`src/sv/stack_machine_execute_unit_assert.svh`:
```
// Assertion macros used by the stack machine execute unit RTL.
`ifndef STACK_MACHINE_EXECUTE_UNIT_ASSERT_SVH
`define STACK_MACHINE_EXECUTE_UNIT_ASSERT_SVH
`ifndef SYNTHESIS
`define SMEU_ASSERT(lbl, prop, msg) \
    lbl: assert property (@(posedge clk) disable iff (!rst_n) (prop)) else $error(msg);
`define SMEU_ASSERT_NEXT(lbl, pre, post, msg) \
    lbl: assert property (@(posedge clk) disable iff (!rst_n) (pre) |=> (post)) else $error(msg);
`else
`define SMEU_ASSERT(lbl, prop, msg)
`define SMEU_ASSERT_NEXT(lbl, pre, post, msg)
`endif
`endif

```
`src/sv/smeu_pkg.sv`:
```
// Types, opcodes, status codes and decode tables of the stack machine execute unit.
`default_nettype none
package smeu_pkg;

    localparam int DATA_DEPTH_DEF    = 512;
    localparam int CALL_DEPTH_DEF    = 256;
    localparam int HEAP_BYTES_DEF    = 32768;
    localparam int PROGRAM_BYTES_DEF = 32768;

    localparam logic [5:0] OP_NOP    = 6'd0;
    localparam logic [5:0] OP_EXIT   = 6'd1;
    localparam logic [5:0] OP_FAIL   = 6'd2;
    localparam logic [5:0] OP_PUSH   = 6'd3;
    localparam logic [5:0] OP_DROP   = 6'd4;
    localparam logic [5:0] OP_DUP    = 6'd5;
    localparam logic [5:0] OP_ROT    = 6'd6;
    localparam logic [5:0] OP_OVER   = 6'd7;
    localparam logic [5:0] OP_ADD    = 6'd8;
    localparam logic [5:0] OP_SUB    = 6'd9;
    localparam logic [5:0] OP_MUL    = 6'd10;
    localparam logic [5:0] OP_DIV    = 6'd11;
    localparam logic [5:0] OP_MOD    = 6'd12;
    localparam logic [5:0] OP_LAND   = 6'd13;
    localparam logic [5:0] OP_BAND   = 6'd14;
    localparam logic [5:0] OP_LOR    = 6'd15;
    localparam logic [5:0] OP_BOR    = 6'd16;
    localparam logic [5:0] OP_LNOT   = 6'd17;
    localparam logic [5:0] OP_BNOT   = 6'd18;
    localparam logic [5:0] OP_LXOR   = 6'd19;
    localparam logic [5:0] OP_BXOR   = 6'd20;
    localparam logic [5:0] OP_LNOR   = 6'd21;
    localparam logic [5:0] OP_BNOR   = 6'd22;
    localparam logic [5:0] OP_LXNOR  = 6'd23;
    localparam logic [5:0] OP_BXNOR  = 6'd24;
    localparam logic [5:0] OP_LOAD1  = 6'd25;
    localparam logic [5:0] OP_STORE8 = 6'd32;
    localparam logic [5:0] OP_JZ     = 6'd33;
    localparam logic [5:0] OP_CZ     = 6'd34;
    localparam logic [5:0] OP_JNZ    = 6'd35;
    localparam logic [5:0] OP_CNZ    = 6'd36;
    localparam logic [5:0] OP_JMP    = 6'd37;
    localparam logic [5:0] OP_CALL   = 6'd38;
    localparam logic [5:0] OP_RET    = 6'd39;
    localparam logic [5:0] OP_EQ     = 6'd40;
    localparam logic [5:0] OP_NE     = 6'd41;
    localparam logic [5:0] OP_LT     = 6'd42;
    localparam logic [5:0] OP_GT     = 6'd43;
    localparam logic [5:0] OP_LE     = 6'd44;
    localparam logic [5:0] OP_GE     = 6'd45;

    localparam logic [2:0] ST_OK      = 3'd0;
    localparam logic [2:0] ST_EXIT    = 3'd1;
    localparam logic [2:0] ST_FAIL    = 3'd2;
    localparam logic [2:0] ST_UNDER   = 3'd3;
    localparam logic [2:0] ST_OVER    = 3'd4;
    localparam logic [2:0] ST_DIVZERO = 3'd5;
    localparam logic [2:0] ST_ILLEGAL = 3'd6;
    localparam logic [2:0] ST_BADADDR = 3'd7;

    typedef struct packed {
        logic [5:0]  mode;
        logic [63:0] immediate;
    } in_item_t;

    typedef struct packed {
        logic [2:0]  status;
        logic [14:0] next_pc;
        logic [63:0] top_value;
        logic [9:0]  stack_depth;
        logic        halted;
    } out_item_t;

    typedef struct packed {
        logic       start;
        logic [5:0] op;
    } alu_req_t;

    function automatic logic [1:0] pops_of(input logic [5:0] op);
        logic [1:0] n;
        n = 2'd0;
        if (op == OP_ROT) begin
            n = 2'd3;
        end else if (op == OP_DROP || op == OP_DUP || op == OP_LNOT || op == OP_BNOT) begin
            n = 2'd1;
        end else if (op == OP_OVER || (op >= OP_ADD && op <= OP_BXNOR)
                     || (op >= OP_EQ && op <= OP_GE)) begin
            n = 2'd2;
        end else if (op >= OP_LOAD1 && op <= OP_STORE8) begin
            n = op[0] ? 2'd1 : 2'd2;
        end else if (op >= OP_JZ && op <= OP_CNZ) begin
            n = 2'd1;
        end
        return n;
    endfunction

    function automatic logic [1:0] pushes_of(input logic [5:0] op);
        logic [1:0] n;
        n = 2'd0;
        if (op == OP_ROT || op == OP_OVER) begin
            n = 2'd3;
        end else if (op == OP_DUP) begin
            n = 2'd2;
        end else if (op == OP_PUSH || (op >= OP_ADD && op <= OP_BXNOR)
                     || (op >= OP_EQ && op <= OP_GE)) begin
            n = 2'd1;
        end else if (op >= OP_LOAD1 && op <= OP_STORE8) begin
            n = op[0] ? 2'd1 : 2'd0;
        end
        return n;
    endfunction

endpackage
`default_nettype wire

```
`src/sv/smeu_alu.sv`:
```
// Shared iterative arithmetic unit: one adder serves add, subtract, compares,
// shift-add multiply and restoring divide.
`default_nettype none
module smeu_alu (
    input  wire logic              clk,
    input  wire logic              rst_n,
    input  wire smeu_pkg::alu_req_t req,
    input  wire logic [63:0]       opnd_a,
    input  wire logic [63:0]       opnd_b,
    output logic                   done,
    output logic [63:0]            result
);
    import smeu_pkg::*;

    logic        busy_reg;
    logic        done_reg;
    logic [5:0]  op_reg;
    logic [63:0] a_reg;
    logic [63:0] b_reg;
    logic [63:0] acc_reg;
    logic [63:0] x_reg;
    logic [63:0] y_reg;
    logic [5:0]  step_reg;
    logic [63:0] result_reg;

    logic        is_mul;
    logic        is_div;
    logic [64:0] rem_sh;
    logic [64:0] add_x;
    logic [64:0] add_y;
    logic        add_sub;
    logic [65:0] sum;
    logic        carry;
    logic [63:0] acc_step;
    logic [63:0] single_res;
    logic        a_nz;
    logic        b_nz;

    assign is_mul = (op_reg == OP_MUL);
    assign is_div = (op_reg == OP_DIV) || (op_reg == OP_MOD);
    assign rem_sh = {acc_reg, x_reg[63]};
    assign a_nz   = (a_reg != 64'd0);
    assign b_nz   = (b_reg != 64'd0);

    always_comb begin
        if (is_mul) begin
            add_x   = {1'b0, acc_reg};
            add_y   = {1'b0, y_reg};
            add_sub = 1'b0;
        end else if (is_div) begin
            add_x   = rem_sh;
            add_y   = {1'b0, a_reg};
            add_sub = 1'b1;
        end else begin
            add_x   = {1'b0, b_reg};
            add_y   = {1'b0, a_reg};
            add_sub = (op_reg != OP_ADD);
        end
    end

    assign sum   = {1'b0, add_x} + {1'b0, (add_sub ? ~add_y : add_y)} + 66'(add_sub);
    // The carry out is set exactly when the subtrahend does not exceed the minuend.
    assign carry = sum[65];

    always_comb begin
        if (is_mul) begin
            acc_step = x_reg[0] ? sum[63:0] : acc_reg;
        end else begin
            acc_step = carry ? sum[63:0] : rem_sh[63:0];
        end
    end

    always_comb begin
        unique case (op_reg)
            OP_ADD, OP_SUB: single_res = sum[63:0];
            OP_LAND:  single_res = 64'(b_nz && a_nz);
            OP_BAND:  single_res = b_reg & a_reg;
            OP_LOR:   single_res = 64'(b_nz || a_nz);
            OP_BOR:   single_res = b_reg | a_reg;
            OP_LNOT:  single_res = 64'(!a_nz);
            OP_BNOT:  single_res = ~a_reg;
            OP_LXOR:  single_res = 64'(a_nz != b_nz);
            OP_BXOR:  single_res = b_reg ^ a_reg;
            OP_LNOR:  single_res = 64'(!(a_nz || b_nz));
            OP_BNOR:  single_res = ~(b_reg | a_reg);
            OP_LXNOR: single_res = 64'(a_nz == b_nz);
            OP_BXNOR: single_res = ~(b_reg ^ a_reg);
            OP_EQ:    single_res = 64'(b_reg == a_reg);
            OP_NE:    single_res = 64'(b_reg != a_reg);
            OP_LT:    single_res = 64'(!carry);
            OP_GT:    single_res = 64'(carry && (b_reg != a_reg));
            OP_LE:    single_res = 64'(!(carry && (b_reg != a_reg)));
            OP_GE:    single_res = 64'(carry);
            default:  single_res = 64'd0;
        endcase
    end

    always_ff @(posedge clk or negedge rst_n) begin
        if (!rst_n) begin
            busy_reg   <= 1'b0;
            done_reg   <= 1'b0;
            op_reg     <= OP_NOP;
            a_reg      <= 64'd0;
            b_reg      <= 64'd0;
            acc_reg    <= 64'd0;
            x_reg      <= 64'd0;
            y_reg      <= 64'd0;
            step_reg   <= 6'd0;
            result_reg <= 64'd0;
        end else begin
            if (req.start) begin
                done_reg <= 1'b0;
                busy_reg <= 1'b1;
                op_reg   <= req.op;
                a_reg    <= opnd_a;
                b_reg    <= opnd_b;
                acc_reg  <= 64'd0;
                x_reg    <= (req.op == OP_MUL) ? opnd_a : opnd_b;
                y_reg    <= opnd_b;
                step_reg <= 6'd0;
            end else if (busy_reg) begin
                if (is_mul || is_div) begin
                    acc_reg  <= acc_step;
                    step_reg <= step_reg + 6'd1;
                    if (is_mul) begin
                        x_reg <= {1'b0, x_reg[63:1]};
                        y_reg <= {y_reg[62:0], 1'b0};
                    end else begin
                        x_reg <= {x_reg[62:0], carry};
                    end
                    if (step_reg == 6'd63) begin
                        busy_reg <= 1'b0;
                        done_reg <= 1'b1;
                        if (op_reg == OP_DIV) begin
                            result_reg <= {x_reg[62:0], carry};
                        end else begin
                            result_reg <= acc_step;
                        end
                    end else begin
                        done_reg <= 1'b0;
                    end
                end else begin
                    busy_reg   <= 1'b0;
                    done_reg   <= 1'b1;
                    result_reg <= single_res;
                end
            end else begin
                done_reg <= 1'b0;
            end
        end
    end

    assign done   = done_reg;
    assign result = result_reg;

endmodule
`default_nettype wire

```
`config.mk`:
```
export PLATFORM = sky130hd
export DESIGN_NAME = smeu_alu
export DESIGN_NICKNAME = d
export VERILOG_FILES = /design/src/sv/stack_machine_execute_unit_assert.svh /design/src/sv/smeu_pkg.sv /design/src/sv/smeu_alu.sv
export SDC_FILE = /design/constraint.sdc
export NUM_CORES = 2
export LEC_CHECK = 0
export ABC_CLOCK_PERIOD_IN_PS = 11900
export BUFFER_PORTS_ARGS = -buffer_cell sky130_fd_sc_hd__buf_2
export CAP_MARGIN = 5
export CORE_ASPECT_RATIO = 1.25
export CORE_MARGIN = 1
export CORE_UTILIZATION = 45
export DETAILED_ROUTE_END_ITERATION = 7
export GPL_TIMING_DRIVEN = 0
export PLACE_DENSITY = 0.61
export SETUP_SLACK_MARGIN = 0.15
export SKIP_CTS_REPAIR_TIMING = 1
export SYNTH_ARGS = -nofsm -noshare
export SYNTH_HDL_FRONTEND = slang
export SYNTH_SLANG_ARGS = --single-unit
export TNS_END_PERCENT = 100
```
`constraint.sdc`:
```
create_clock -name clk -period 11.9 [get_ports clk]
set_clock_uncertainty 0.15 [all_clocks]
set_input_delay 1.19 -clock clk [delete_from_list [all_inputs] [get_ports clk]]
set_output_delay 1.19 -clock clk [all_outputs]
set_load 0.005 [all_outputs]
```
==> out/qor.yml <==
status: "finished, violations left"
violations: "capacitance limit, slew limit"
synthArstFlopShare_pct: 100
io_pins: 202
antenna_found_initial: 12
finalSetupViolations: 0
vdd_ir_drop_max_uv: 108
tightest_slew_ns: 1.54
ant_nets: 0
die_height_um: 296
areaGrowthSynthToFinish_pct: 12.5
wirelength_um: 180000
synth.area.top_cells: "dfrtp_1 (32%), nand2_1 (9.8%), ha_1 (7.9%)"
synth.avg_cell_area_um2: 7.54
finish.utilization_pct: 51.2
hpwl_um: 142000
grt.met3_usage_pct: 19.0
fillers: 7037
critPathRequiredTime_ns: 12.25
synth_ff_type: "dfrtp_1"
leakagePower_nw: 15.7
cts_buffers: 47
yosys.area.top_type: "dfrtp_1"
rsz0062_at_grt: "false"
pre_cts_slack_ns: 2.01
synth_cell_types: 81
layout_commonest_cell: "nand2_1"
multi_input_area_mm2: 0.0194
drv_cap: 2
endpoint_kind: "flip-flop"
hold_path.class: "flip-flop to flip-flop"
final_nets: 4710
path_class: "flip-flop to flip-flop"
max_clock_freq_ghz: 0.0965
arrival_ns: 10.72
gr-usage-met1_pct: 61.0
globalplace.congestion: 1.10
synth_fp_nets: 4447
fin_tns_setup_ns: 0
clkLatencyLatePin_ns: 0.66
hold_viol: 0
netlist.area_leader.share_pct: 32.1
clock_path_buffers: 3
grt_pass1_wl_um: 247000
p_per_area_mw_per_mm2: 157
setup_slack_ns: 1.53
gr-max-usage-layer: "met2"
start_util_pct: 45.5
critPathMaxFanout: 10
core_mm2: 0.0681
maxSlewHeadroom_pct: -2.39
port_buffers: 200
grt-ovfl-total: 0
drive_gt1_share_pct: 7.82
yosysWarnings: 0
cts_max_level: 2
rows: 107
drv_slew: 12
first_pass_iters: 8
synth-seq-cells: 398
grt_usage_pct: 50.4
vias: 35400
netlist_area_mm2: 0.0310
dieArea_mm2: 0.0700
regArea_mm2: 0.00996
avgViaCountPerCell: 6.69
fp.dieW_um: 237
drt_iter0_drc: 4690
synth_cells: 4114
grt_pass1_vias: 33000
critPathLaunchType: "flip-flop"
layout_min_cycle_time_ns: 10.37
synth_edf_count: 0
met2_usage_pct: 73.9
wire_per_inst_um: 34.0
ys_seq_area_share_pct: 32.1
clkSlewWorstSetupHoldPaths_ns: 0.06
root_buffer: "clkbuf_16"
cts_tree: "built"
drc: 0
numClockSinks: 398
final_cell_mix: "nand2_1 (812), o21ai_0 (476), dfrtp_1 (398)"
grt_max_degree: 114
fin_crit_sh_pct: 87.1
==> synthesized netlist by cell type, types with 27 or more instances <==
| library cell | n |
|---|---|
| a21oi_1 | 369 |
| nor2_1 | 344 |
| dfrtp_1 | 398 |
| mux2i_1 | 139 |
| a22o_1 | 30 |
| buf_1 | 29 |
| nand4_1 | 46 |
| xnor2_1 | 100 |
| clkbuf_1 | 255 |
| a221oi_1 | 49 |
| a211oi_1 | 35 |
| o21ai_0 | 476 |
| inv_1 | 163 |
| nand3_1 | 89 |
| nand2_1 | 812 |
| a31oi_1 | 91 |
| o2111ai_1 | 43 |
| nor4_1 | 54 |
| xor2_1 | 27 |
| ha_1 | 195 |
==> critical path, stage by stage, from the launching register on <==
cell and delay (ns):
dfrtp_1 0.52, or4b_1 0.69, nor2_1 0.26, clkbuf_1 0.69, clkbuf_1 0.69, clkbuf_1 0.65, clkbuf_1 0.83, clkbuf_1 0.64
nand2_1 0.10, o21ai_0 0.14, ha_1 0.17, clkbuf_1 0.35, nand2_1 0.22, nor3_1 0.57, and4_1 0.50, and3_1 0.23
o211ai_1 0.25, nand2_1 0.37, buf_2 0.43, buf_1 0.75, a21oi_1 0.20, a311oi_1 0.70, nor2_1 0.10
==> layout make-up <==
cell class                      instances  area share (%)
Multi-Input combinational cell       3259            55.5
Sequential cell                       398            28.5
Clock buffer                           61            3.78
Timing Repair Buffer                  214            3.54
Buffer                                293            3.19
Tap cell                              872            3.12
Inverter                              164            1.76
Clock inverter                         22           0.563
Antenna cell                            5          0.0358
==> power by group <==
group / leakage, nW / internal [mW] / switching, mW
Sequential: 4.95 / 1.55 / 0.328
Combinational: 9.98 / 0.663 / 1.42
Clock: 0.754 / 0.844 / 0.685
==> metal layers <==
| metal | part of all wire (%) | vias to the layer above |
|---|---|---|
| met2 | 41 | 2552 |
| met1 | 36 | 17000 |
| met5 | 0.086 | - |
| met4 | 8.2 | 12 |
| li1 | - | 15200 |
| met3 | 14 | 681 |
==> through the flow <==
step	std cells	power [mW]	area [µm²]	hold slack [ns]
finish	5288	5.49	34900	0.319
floorplan	4114	2.95	31000	0.301
detailed placement	5199	3.84	33400	0.315
global route	5284	5.63	34900	0.347
CTS	5282	5.34	34900	0.328
global placement	5186	3.83	33100	0.308
==> kinds of logic after synthesis <==
group	synth area share [%]
and+or+nand+nor	19.7
adders and majority gates	7.93
xor gates and xnor gates	3.64
buffers and inverters	5.56
DFF	32.1
muxes	4.97
AOI/OAI and AO/OA	26.1
==> worst paths after layout <==
check,from,endpoint,slack (ns),depth (start not counted)
max,op_reg[4],result[12],1.53,22
min,result[56],result[56],0.32,2
max reg2reg,op_reg[4],result[12],1.53,22
min reg2reg,result[56],result[56],0.32,2
max in group asynchronous,rst_n,x_reg[22],9.15,4
min in group asynchronous,rst_n,step_reg[0],0.37,1
(Power assumes the default switching activity.)
